===== src/imapld_pkg.sv =====
package imapld_pkg;

    // Configuration register indexes.
    localparam logic REG_MAX_LINE    = 1'b0;
    localparam logic REG_MAX_MESSAGE = 1'b1;

    // Register reset values.
    localparam logic [15:0] MAX_LINE_RST    = 16'd8192;
    localparam logic [31:0] MAX_MESSAGE_RST = 32'd16777216;

    // Byte codes of interest.
    localparam logic [7:0] CH_CR    = 8'h0D;
    localparam logic [7:0] CH_LF    = 8'h0A;
    localparam logic [7:0] CH_OPEN  = 8'h7B;
    localparam logic [7:0] CH_CLOSE = 8'h7D;
    localparam logic [7:0] CH_PLUS  = 8'h2B;
    localparam logic [7:0] CH_ZERO  = 8'h30;
    localparam logic [7:0] CH_NINE  = 8'h39;

    // Saturation limits of the digit accumulator and the line counter.
    localparam logic [32:0] DIGIT_SAT = 33'h1_0000_0000;
    localparam logic [16:0] LINE_SAT  = 17'h1_FFFF;

    // Kind of an output item.
    typedef enum logic [1:0] {
        KIND_LINE    = 2'd0,
        KIND_LITERAL = 2'd1,
        KIND_DROP    = 2'd2
    } t_kind;

    // Sticky failure code.
    typedef enum logic [1:0] {
        FAIL_NONE    = 2'd0,
        FAIL_LINE    = 2'd1,
        FAIL_LITERAL = 2'd2
    } t_fail;

    // Progress through the literal announcement at the end of a line.
    typedef enum logic [2:0] {
        SFX_NONE   = 3'd0,
        SFX_OPEN   = 3'd1,
        SFX_DIGITS = 3'd2,
        SFX_PLUS   = 3'd3,
        SFX_CLOSE  = 3'd4
    } t_sfx;

endpackage


===== src/imap_line_literal_deframer.sv =====
// Splits an IMAP response byte stream into line bytes and literal bytes. Each
// input item yields exactly one registered output item, and one item can
// be accepted in every clock cycle: all per-byte work (suffix tracking, the
// multiply-by-ten digit update, counters and limit compares) sits between the
// line state registers and a single output register. That output register
// takes a new item whenever it is empty or its item is being taken in the same
// cycle, so s_axis_tready falls only while the output side stalls. A line
// longer than max_line bytes or a literal announcement above max_message sets
// a sticky failure; every later byte is passed as dropped until reset.
module imap_line_literal_deframer (
    input  logic        i_clk,
    input  logic        i_rst_n,
    // Configuration write port.
    input  logic        i_cfg_we,
    input  logic        i_cfg_idx,
    input  logic [31:0] i_cfg_data,
    // Input stream.
    input  logic        s_axis_tvalid,
    output logic        s_axis_tready,
    input  logic [7:0]  s_axis_tdata,   // [7:0] data_byte
    // Output stream.
    output logic        m_axis_tvalid,
    input  logic        m_axis_tready,
    output logic [39:0] m_axis_tdata,   // [7:0] out_byte, [39:8] literal_count
    output logic [4:0]  m_axis_tuser,   // [1:0] byte_kind, [2] literal_follows,
                                        // [4:3] error_code
    output logic        m_axis_tlast    // end_mark
);
    import imapld_pkg::*;

    // Configuration registers.
    logic [15:0] r_max_line;
    logic [31:0] r_max_message;

    // Line and literal state.
    logic        r_in_literal, n_in_literal;
    logic [31:0] r_literal_left, n_literal_left;
    logic [16:0] r_line_count, n_line_count;
    logic        r_prev_was_cr, n_prev_was_cr;
    logic        r_held_crlf, n_held_crlf;
    t_sfx        r_sfx, n_sfx;
    logic [32:0] r_digit, n_digit;
    t_fail       r_fail, n_fail;

    // Output register.
    logic        r_out_valid;
    logic [7:0]  r_out_byte;
    t_kind       r_kind, n_kind;
    logic        r_end_mark, n_end_mark;
    logic        r_follows, n_follows;
    logic [31:0] r_count, n_count;
    t_fail       r_err;

    logic        w_accept;
    logic [7:0]  w_byte;
    logic        w_is_cr, w_is_lf, w_is_digit;
    logic [36:0] w_digit_next;
    t_sfx        w_sfx_base;

    assign w_byte        = s_axis_tdata;
    assign s_axis_tready = !r_out_valid || m_axis_tready;
    assign w_accept      = s_axis_tvalid && s_axis_tready;

    assign w_is_cr    = (w_byte == CH_CR);
    assign w_is_lf    = (w_byte == CH_LF);
    assign w_is_digit = (w_byte >= CH_ZERO) && (w_byte <= CH_NINE);

    // Accumulator times ten plus the new digit.
    assign w_digit_next = {1'b0, r_digit, 3'b000} + {3'b000, r_digit, 1'b0}
                        + {29'd0, w_byte - CH_ZERO};

    // A CR or LF held inside the line breaks any announcement in progress.
    assign w_sfx_base = r_held_crlf ? SFX_NONE : r_sfx;

    // Next state of the line and literal tracking.
    always_comb begin
        n_in_literal   = r_in_literal;
        n_literal_left = r_literal_left;
        n_line_count   = r_line_count;
        n_prev_was_cr  = r_prev_was_cr;
        n_held_crlf    = r_held_crlf;
        n_sfx          = r_sfx;
        n_digit        = r_digit;
        n_fail         = r_fail;
        if (r_fail != FAIL_NONE) begin
            n_fail = r_fail;
        end else if (r_in_literal) begin
            n_literal_left = r_literal_left - 32'd1;
            if (n_literal_left == 32'd0) begin
                n_in_literal = 1'b0;
            end
        end else if (w_is_lf && r_prev_was_cr) begin
            if (r_sfx == SFX_CLOSE) begin
                if (r_digit > {1'b0, r_max_message}) begin
                    n_fail = FAIL_LITERAL;
                end else begin
                    n_literal_left = r_digit[31:0];
                    n_in_literal   = (r_digit[31:0] != 32'd0);
                end
            end
            n_line_count  = '0;
            n_prev_was_cr = 1'b0;
            n_held_crlf   = 1'b0;
            n_sfx         = SFX_NONE;
            n_digit       = '0;
        end else if (r_line_count >= {1'b0, r_max_line}) begin
            n_fail = FAIL_LINE;
        end else begin
            if (r_line_count < LINE_SAT) begin
                n_line_count = r_line_count + 17'd1;
            end
            n_prev_was_cr = w_is_cr;
            if (w_is_cr || w_is_lf) begin
                n_held_crlf = 1'b1;
            end else begin
                n_held_crlf = 1'b0;
                if (w_byte == CH_OPEN) begin
                    n_sfx   = SFX_OPEN;
                    n_digit = '0;
                end else if (w_is_digit) begin
                    if (w_sfx_base == SFX_OPEN || w_sfx_base == SFX_DIGITS) begin
                        n_sfx = SFX_DIGITS;
                        if (w_digit_next > {4'd0, DIGIT_SAT}) begin
                            n_digit = DIGIT_SAT;
                        end else begin
                            n_digit = w_digit_next[32:0];
                        end
                    end else begin
                        n_sfx = SFX_NONE;
                    end
                end else if (w_byte == CH_PLUS) begin
                    n_sfx = (w_sfx_base == SFX_DIGITS) ? SFX_PLUS : SFX_NONE;
                end else if (w_byte == CH_CLOSE) begin
                    n_sfx = (w_sfx_base == SFX_DIGITS || w_sfx_base == SFX_PLUS)
                          ? SFX_CLOSE : SFX_NONE;
                end else begin
                    n_sfx = SFX_NONE;
                end
            end
        end
    end

    // Result fields of the item being accepted.
    always_comb begin
        n_kind     = KIND_LINE;
        n_end_mark = 1'b0;
        n_follows  = 1'b0;
        n_count    = '0;
        if (r_fail != FAIL_NONE) begin
            n_kind = KIND_DROP;
        end else if (r_in_literal) begin
            n_kind     = KIND_LITERAL;
            n_end_mark = (r_literal_left == 32'd1);
        end else if (w_is_lf && r_prev_was_cr) begin
            if (r_sfx == SFX_CLOSE) begin
                if (r_digit > {1'b0, r_max_message}) begin
                    n_kind = KIND_DROP;
                end else begin
                    n_end_mark = 1'b1;
                    n_follows  = 1'b1;
                    n_count    = r_digit[31:0];
                end
            end else begin
                n_end_mark = 1'b1;
            end
        end else if (r_line_count >= {1'b0, r_max_line}) begin
            n_kind = KIND_DROP;
        end
    end

    // Configuration registers.
    always_ff @(posedge i_clk) begin
        if (!i_rst_n) begin
            r_max_line    <= MAX_LINE_RST;
            r_max_message <= MAX_MESSAGE_RST;
        end else if (i_cfg_we) begin
            case (i_cfg_idx)
                REG_MAX_LINE:    r_max_line    <= i_cfg_data[15:0];
                REG_MAX_MESSAGE: r_max_message <= i_cfg_data;
                default:         r_max_line    <= r_max_line;
            endcase
        end
    end

    // State registers, advanced once per accepted item.
    always_ff @(posedge i_clk) begin
        if (!i_rst_n) begin
            r_in_literal   <= 1'b0;
            r_literal_left <= '0;
            r_line_count   <= '0;
            r_prev_was_cr  <= 1'b0;
            r_held_crlf    <= 1'b0;
            r_sfx          <= SFX_NONE;
            r_digit        <= '0;
            r_fail         <= FAIL_NONE;
        end else if (w_accept) begin
            r_in_literal   <= n_in_literal;
            r_literal_left <= n_literal_left;
            r_line_count   <= n_line_count;
            r_prev_was_cr  <= n_prev_was_cr;
            r_held_crlf    <= n_held_crlf;
            r_sfx          <= n_sfx;
            r_digit        <= n_digit;
            r_fail         <= n_fail;
        end
    end

    // Output valid flag.
    always_ff @(posedge i_clk) begin
        if (!i_rst_n) begin
            r_out_valid <= 1'b0;
        end else if (w_accept) begin
            r_out_valid <= 1'b1;
        end else if (m_axis_tready) begin
            r_out_valid <= 1'b0;
        end
    end

    // Output payload.
    always_ff @(posedge i_clk) begin
        if (w_accept) begin
            r_out_byte <= w_byte;
            r_kind     <= n_kind;
            r_end_mark <= n_end_mark;
            r_follows  <= n_follows;
            r_count    <= n_count;
            r_err      <= n_fail;
        end
    end

    assign m_axis_tvalid = r_out_valid;
    assign m_axis_tdata  = {r_count, r_out_byte};
    assign m_axis_tuser  = {r_err, r_follows, r_kind};
    assign m_axis_tlast  = r_end_mark;

`ifndef SYNTHESIS
    // A dropped item always carries a failure code.
    a_drop_has_error: assert property (@(posedge i_clk) disable iff (!i_rst_n)
        (r_out_valid && r_kind == KIND_DROP) |-> (r_err != FAIL_NONE))
        else $error("dropped item without failure code");

    // A literal announcement only comes on a line byte that ends the line.
    a_follows_at_end: assert property (@(posedge i_clk) disable iff (!i_rst_n)
        (r_out_valid && r_follows) |-> (r_end_mark && r_kind == KIND_LINE))
        else $error("literal announcement away from line end");

    // Literal mode always has bytes left and never coexists with a failure.
    a_literal_sane: assert property (@(posedge i_clk) disable iff (!i_rst_n)
        r_in_literal |-> (r_literal_left != 32'd0 && r_fail == FAIL_NONE))
        else $error("literal mode with no bytes left or after failure");

    // A failure stays until reset.
    a_fail_sticky: assert property (@(posedge i_clk) disable iff (!i_rst_n)
        (r_fail != FAIL_NONE) |=> (r_fail == $past(r_fail)))
        else $error("failure code changed");

    // The digit accumulator never passes its saturation value.
    a_digit_sat: assert property (@(posedge i_clk) disable iff (!i_rst_n)
        r_digit <= DIGIT_SAT)
        else $error("digit accumulator above saturation");
`endif

endmodule


===== config.mk =====
export PLATFORM = sky130hd
export DESIGN_NAME = imap_line_literal_deframer
export DESIGN_NICKNAME = d
export VERILOG_FILES = /design/src/imapld_pkg.sv /design/src/imap_line_literal_deframer.sv
export SDC_FILE = /design/constraint.sdc
export NUM_CORES = 1
export LEC_CHECK = 0
export ABC_AREA = 1
export BUFFER_PORTS_ARGS = -buffer_cell sky130_fd_sc_hd__buf_4
export CORE_MARGIN = 10
export CORE_UTILIZATION = 25
export DETAILED_ROUTE_END_ITERATION = 16
export GPL_ROUTABILITY_DRIVEN = 0
export PLACE_DENSITY_LB_ADDON = 0.05
export SETUP_SLACK_MARGIN = 0.5
export SYNTH_ARGS = -nofsm -noshare
export SYNTH_HDL_FRONTEND = slang
export SYNTH_SLANG_ARGS = --single-unit
export TNS_END_PERCENT = 20

===== constraint.sdc =====
create_clock -name i_clk -period 3.8 [get_ports i_clk]
set_input_delay 0.38 -clock i_clk [delete_from_list [all_inputs] [get_ports i_clk]]
set_output_delay 0.38 -clock i_clk [all_outputs]
set_load 0.005 [all_outputs]

==> summary.txt, run 1 <==
Logic synthesis
  • Mean Syn Cell Area: 6.75 sq um
  • Synth Area in Adders: 11.6%
  • Synth Area in Compound Gates: 11.4%
  • Post-synth EDFFs: 46
  • Ys async rst share: 0%
  • Post-synthesis xor/xnor area fraction: 2.07%
  • Synth warn: 0
  • Synth area leader: dfxtp_1
  • Number of synthesized register bits: 185
  • Post-synthesis sequential area ratio: 30.7%
  • Synth Cell Area: 13500 sq um
  • Syn_nets: 2174
  • Leading post-synthesis cells by cell area: dfxtp_1, nand2_1, ha_1
  • Cell variety after synth: 48
  • Synth top area share: 20.5%
  • Post-synthesis mux area share: 0%
  • Top-count cell post-synth: nand2_1
  • Simple-Gate Fraction of Synth Area: 32.6%
  • Syn Inst Count: 2006
  • Largest family of logic cells by synthesized area: simple AND/OR/NAND/NOR gates
  • Synth top cells by count: nand2_1, inv_1, nor2_1, dfxtp_1, ha_1
  • Top_reg_cell synth: dfxtp_1

Job
  • Count of maximum capacitance violations: 0

Critical path
  • Worst path slowest cell: fa_1
  • Worst Setup SP: r_digit[4]$_SDFFE_PN0P_
  • CP endpoint kind: flop
  • CP delay by family, top: simple AND/OR/NAND/NOR gates
  • Worst-path cell chain: fa_1 > ha_2 > nand2_4 > inv_1 > a21oi_2 > nand2_2 > nand2_2 > nand2_2 > nand2_2 > nand2_1 > nand2_1 > nand2_1 > nor2_2 > nand2_1 > nor2_1 > nand2_1 > nand2_4 > buf_12 > nand3_1 > a21oi_1
  • Req. time, crit path: 4210 ps
  • FF-to-FF Start: r_digit[4]$_SDFFE_PN0P_
  • Worst Path Arrival: 3550 ps
  • Most frequent CP cell: nand2_1
  • Worst Path Class, Setup: flop to flop
  • CP peak stage delay: 540 ps
  • Worst Path Max Fanout: 11
  • CP Buf/Inv Count: 2
  • Critical Path Start Type: flop

Finish
  • Layout cells sized above 1: 16.3%
  • Nets: 2285
  • Antenna fix cells: 0
  • Fin util: 30.1%
  • Filler cell count: 5968
  • Multi-input logic area: 8020 sq um
  • Storage element area: 4200 sq um
  • P&R area growth vs syn: 19.2%

CTS
  • Number of buffers created by CTS: 17
  • CTS sink count: 185
  • H-tree depth: 4
  • Clock transition at the registers of the reported paths: 80 ps
  • Hold buffers post-CTS: 0
  • Clock root cell: clkbuf_16
  • CTS tree: yes
  • Later-pin clock latency in the skew report: 490 ps
  • CTS Buffer Depth: 2

Timing
  • Fin Clk Skew: 16.7 ps
  • Post-layout min period: 3150 ps
  • Setup TNS after final layout: 0 ps
  • RSZ-0062 raised after global routing: true
  • Final Cycle Share: 82.8%
  • Final setup fails: 0
  • Endpoints failing hold: 0
  • Max Freq: 318 MHz
  • Slew Viols, Final: 0
  • Relative slew margins: 45.5%
  • Actual slew at the worst max-slew pin: 817 ps

Drt
  • Via density: 4.50
  • Via Count: 12.7k
  • Initial DRC Count: 647
  • DR DRC count: 0
  • Drt wl/cell: 18.1 microns
  • Drt pass-1 iters: 5
  • DRT Wirelength: 51.2 mm
  • Antenna-violating nets left: 0

Die
  • Die area: 63900 sq um
  • Core ar.: 53700 sq um
  • Die height: 253 microns
  • Die span in x: 253 microns
  • Row count: 85
  • IO Count: 94
  • Starting Density: 25.2%

Power
  • Peak supply drop: 0.000373 V
  • Leakage: 0.00774 uW
  • Total power draw: 4340 uW
  • Pwr Density: 269 nW/um^2

GRT
  • GRT Overall Usage: 16.1%
  • Initial antenna violation count: 0
  • Vias in the first global route: 12.7k
  • GR Overflow Total: 0
  • First-pass GRT wire length: 77.1 mm
  • Largest net degree at the start of global routing: 67

Place
  • Buffers on Ports: 93
  • DP HPWL: 41.3 mm

Status
  • Status: complete, no violations

Min path
  • Hold WC Path Type: input port to flop
  • Worst hold path startpoint: s_axis_tdata[4]
[routing by layer]
metal | part of all wire, % | global-route usage, % | wire, microns
met1 | 47 | 20.2 | 24000
met2 | 49 | 28.1 | 25300
met3 | 2.2 | 2.54 | 1150
met4 | 1.3 | 4.11 | 689
met5 | 0 | 0 | 0
[per-stage QoR]
| stage | hold slack (ps) | cells | area [sq um] | worst slack [ps] |
|---|---|---|---|---|
| 2_1_floorplan | 435 | 2006 | 13500 | 728 |
| 3_3_place_gp | 458 | 2789 | 15200 | 29.7 |
| 3_5_place_dp | 459 | 2789 | 15200 | 40.7 |
| 4_1_cts | 56.1 | 2821 | 15800 | 500 |
| 5_1_grt | 71.3 | 2826 | 16100 | 479 |
| 6_report | 98.4 | 2826 | 16100 | 655 |
[state kept, by name, indices dropped and copies added (netlist names)]
| name | cells |
|---|---|
| r_prev_was_cr | 1 |
| r_line_count | 17 |
| m_axis_tvalid | 1 |
| r_out_byte | 8 |
| r_err | 2 |
| r_count | 32 |
| r_kind | 2 |
| r_literal_left | 32 |
| r_max_line | 16 |
| r_in_literal | 1 |
| r_digit | 33 |
| r_max_message | 32 |
| r_follows | 1 |
| r_sfx | 3 |
| m_axis_tlast | 1 |
| r_fail | 2 |
| r_held_crlf | 1 |
[layout by cell type, fill, tap and decap left out, drive strengths merged, types with 3 or more instances in the layout]
cell type  instances
xnor2              3
xor2              29
o211ai             5
nand4             36
o21ai            105
clkbuf            21
ha               116
nand3            108
nor3              56
nor4              12
a211oi             3
fa                 6
nand2            527
o21bai             5
nor2             250
and2               7
o21a               4
dfxtp            139
clkinv             7
nand3b             6
buf              147
edfxtp            46
a21oi            143
inv              338
[worst register-to-register path, delay by kind of cell (launching register included)]
kind | cells | cell delay (ps)
compound gates | 2 | 280
flops | 1 | 380
buf+inv | 2 | 220
fa+ha+maj | 2 | 870
simple gates | 14 | 1320
[path summary, 6_finish.rpt]
path	to	slack [ps]	depth (start not counted)
max	r_digit[0]$_SDFFE_PN0P_	650	20
min	r_out_byte[4]$_DFFE_PP_	100	1
max reg2reg	r_digit[0]$_SDFFE_PN0P_	650	20
min reg2reg	r_max_message[28]$_SDFFE_PN0P_	470	2
[report_power, final]
group          leakage (uW)  internal, uW  switching (uW)  total, uW
Sequential          0.00161          2070            20.4       2090
Clock              0.000287           905             947       1850
Combinational       0.00584           146             245        391
Total               0.00774          3130            1210       4340
[area by class of cell]
type,instances,share of cell area (%)
multi-input combinational,1432,49.7
sequential,185,26.0
inverter,332,7.72
timing repair buffer,149,7.60
tap,696,5.39
clock buffer,19,2.81
clock inverter,13,0.798
[what timing repair did]
item | 4_1_cts | 5_1_grt
setup buffers | 0 | 2
gates cloned | 0 | 3
pin swaps | 0 | 6
setup endpoints to repair | 32 | 33
resized for setup | 9 | 68
[logic make-up (layout without fill, tap and decap cells)]
| kind of cell | Yosys count | after routing |
|---|---|---|
| DFF | 185 | 185 |
| xor gates and xnor gates | 32 | 32 |
| and+or+nand+nor | 1005 | 1005 |
| adders and majority gates | 122 | 122 |
| buffers and inverters | 389 | 513 |
| AOI/OAI and AO/OA | 273 | 273 |
(Power assumes the default switching activity.)
==> run 2: changes to the inputs <==
Clock period 3.8 ns to 2.6 ns, I/O delays scaled along.
==> run 2 against run 1 <==
Net effect:
- the run now ends with negative setup slack left
- maximum frequency increased by 1.5%
- design area increased by 13%
- non-clock buffer count is 188 higher
- first-iteration DRC count shrank 12%
- die area stayed put
- cell count is 6.7% higher
- register-to-register slack got worse by 1200 ps
- clock power increased by 50%
==> summary.txt, run 2 (synthesized netlist as in run 1, its figures left out) <==
Timing
  • Actual slew at the worst max-slew pin: 1020 ps (+200 ps)
  • Max Freq: 323 MHz (+1.5%)
  • Final Cycle Share: 119% (+36 points)
  • Fin Clk Skew: 12.3 ps (-4.33 ps)
  • Setup TNS after final layout: -15220 ps (-15220 ps)
  • Final WS setup: -498 ps (-1150 ps)
  • Endpoints failing hold: 0 (unchanged)
  • Post-layout min period: 3100 ps (-47.4 ps)
  • Relative slew margins: 32.2% (-13 points)
  • Slew Viols, Final: 0 (unchanged)
  • RSZ-0062 raised after global routing: true
  • Final setup fails: 33 (+33)

Critical path
  • Reg2reg end: r_digit[9]$_SDFFE_PN0P_
  • Worst Path Arrival: 3480 ps (-70 ps)
  • Reg-to-reg slack, setup: -500 ps (-1150 ps)
  • Req. time, crit path: 2980 ps (-1230 ps)
  • Worst Path Max Fanout: 8 (-3)
  • CP endpoint kind: flop
  • R2R depth: 21 (+5.0%)
  • FF-to-FF Start: r_digit[2]$_SDFFE_PN0P_
  • Critical Path Start Type: flop
  • Worst Setup SP: r_digit[2]$_SDFFE_PN0P_
  • Worst Path Class, Setup: flop to flop

Power
  • Comb pwr share: 10.7% (+1.7 points)
  • Sequential fraction of design power: 46.9% (-1.4 points)
  • Clk network pwr share: 42.5% (-0.2 points)
  • Pwr Density: 358 nW/um^2 (+33%)
  • Total power draw: 6550 uW (+51%)
  • Leakage: 0.00889 uW (+15%)
  • Peak supply drop: 0.000478 V (+28%)
  • P_int: 4860 uW (+56%)
  • Sw power: 1690 uW (+39%)
  • Sw Share: 25.8% (-2.2 points)

Die
  • Core ar.: 53700 sq um (unchanged)
  • Die height: 253 microns (unchanged)
  • Row count: 85 (unchanged)
  • Die area: 63900 sq um (unchanged)
  • Starting Density: 25.2% (unchanged)
  • IO Count: 94 (unchanged)
  • Die span in x: 253 microns (unchanged)

Drt
  • Drt wl/cell: 16.4 microns (-9.3%)
  • Via density: 4.39 (-2.3%)
  • Drt pass-1 iters: 5 (unchanged)
  • DR DRC count: 0 (unchanged)
  • Initial DRC Count: 571 (-12%)
  • DRT Wirelength: 49.6 mm (-3.2%)
  • Via Count: 13.2k (+4.2%)
  • Antenna-violating nets left: 0 (unchanged)

GRT
  • GR Overflow Total: 0 (unchanged)
  • Largest net degree at the start of global routing: 86 (+28%)
  • Vias in the first global route: 13.4k (+5.7%)
  • Initial antenna violation count: 3 (+3)
  • First-pass GRT wire length: 77.0 mm (about the same)
  • GRT Overall Usage: 15.6% (-0.45 points)

Finish
  • Antenna fix cells: 0 (unchanged)
  • Layout cells sized above 1: 27.6% (+11 points)
  • Max FFs per register: 33 (unchanged)
  • P&R area growth vs syn: 34.9%
  • Most common cell after layout, fill and taps aside: nand2_1
  • Nets: 2473 (+8.2%)
  • Post-route cell area: 18300 sq um (+13%)
  • Largest register by flop count: r_digit
  • Most frequent cells in the layout: nand2_1, buf_4, inv_1, nor2_1, a21oi_1
  • Filler cell count: 5834 (-2.2%)

Min path
  • Worst hold path startpoint: s_axis_tdata[5]
  • Hold WC Path Type: input port to flop
  • Worst Hold Depth: 1 (unchanged)
  • WHS Endpoint: r_out_byte[5]$_DFFE_PP_

CTS
  • CTS sink count: 185 (unchanged)
  • CTS Buffer Depth: 2 (unchanged)
  • Number of buffers created by CTS: 17 (unchanged)
  • H-tree depth: 4 (unchanged)
  • Later-pin clock latency in the skew report: 460 ps (-30 ps)
  • CTS tree: yes
  • Clock transition at the registers of the reported paths: 80 ps (about the same)
  • Clock root cell: clkbuf_16

Place
  • Buffers on Ports: 93 (unchanged)
  • Setup WS pre-CTS: -991 ps (-1030 ps)
  • Placement Cell Area: 16700 sq um (+9.8%)
  • DP HPWL: 41.1 mm (-0.46%)

Status
  • Failing checks: negative setup slack
  • Status: finished, violations left

Job
  • Count of maximum capacitance violations: 0 (unchanged)
[run 2: cell types whose count changed in the layout (fill, tap and decap cells not counted), sizes merged]
cell	previous run	this run
bufinv	0	1
inv	338	335
dlygate4sd3	0	1
clkinv	7	4
buf	147	335
clkinvlp	0	1
clkbuf	21	24
[run 2: worst max path at each step]
stage | endpoint | cells after the start
3_3_place_gp | r_digit[25]$_SDFFE_PN0P_ | 23
2_1_floorplan | r_digit[10]$_SDFFE_PN0P_ | 21
5_1_grt | r_digit[9]$_SDFFE_PN0P_ | 21
3_5_place_dp | r_digit[28]$_SDFFE_PN0P_ | 21
4_1_cts | r_digit[0]$_SDFFE_PN0P_ | 21
6_report | r_digit[9]$_SDFFE_PN0P_ | 21
[run 2: what timing repair did]
| action | CTS | global route |
|---|---|---|
| pin swaps | 34 | 52 |
| gates resized for setup | 151 | 69 |
| setup buffers | 3 | 6 |
| hold buffers | 1 | 0 |
| hold endpoints to repair | 1 | 0 |
| gates cloned | 1 | 1 |
| setup endpoints to repair | 125 | 125 |
[run 2: through the flow]
step	hold slack (ps)	std cells	util, %
after floorplan	359	2006	-
after global placement	451	2970	31.2
after detailed placement	455	2970	31.2
after CTS	10.7	3007	33.4
after global routing	14.5	3014	34.0
final	35.4	3014	34.0
[run 2: cell type report]
type	instances	area, sq um	share of cell area (%)
multi-input cells	1432	8590	47.0
well taps	696	871	4.77
clock buffers	23	515	2.82
flip-flops and latches	185	4220	23.1
clock inverters	9	95.1	0.520
repair buffers	337	2730	14.9
inverters	332	1260	6.90
[run 2: power by group through the flow]
stage / clock, uW / sequential (uW) / combinational (uW)
detailed placement: 0 / 3130 / 640
global placement: 0 / 3130 / 637
floorplan: 0 / 3130 / 322
finish: 2780 / 3070 / 698
global route: 2980 / 3080 / 782
CTS: 2880 / 3070 / 687
[run 2: worst max-delay path, stage by stage, from the launching register on]
cell	delay, ps
dfxtp_2	350
buf_6	120
fa_1	580
ha_4	240
nand2_1	80
nand2_2	70
nand2_4	80
nand2_1	60
nand2_2	90
nand3_4	100
nand2_4	90
nand3_2	70
nand2_1	60
nand2_1	80
nor2_1	110
nand2_1	60
nor2_1	110
nand2_1	100
nand2_4	170
clkbuf_16	190
nand3_2	70
a21oi_2	110
[run 2: routing by layer]
| layer | GRT usage [%] | routed length (microns) | vias to the layer above |
|---|---|---|---|
| li1 | - | - | 7016 |
| met1 | 20.2 | 23800 | 6088 |
| met2 | 27.4 | 24300 | 118 |
| met3 | 1.76 | 1100 | 20 |
| met4 | 3.08 | 395 | 0 |
| met5 | 0 | 0 | - |
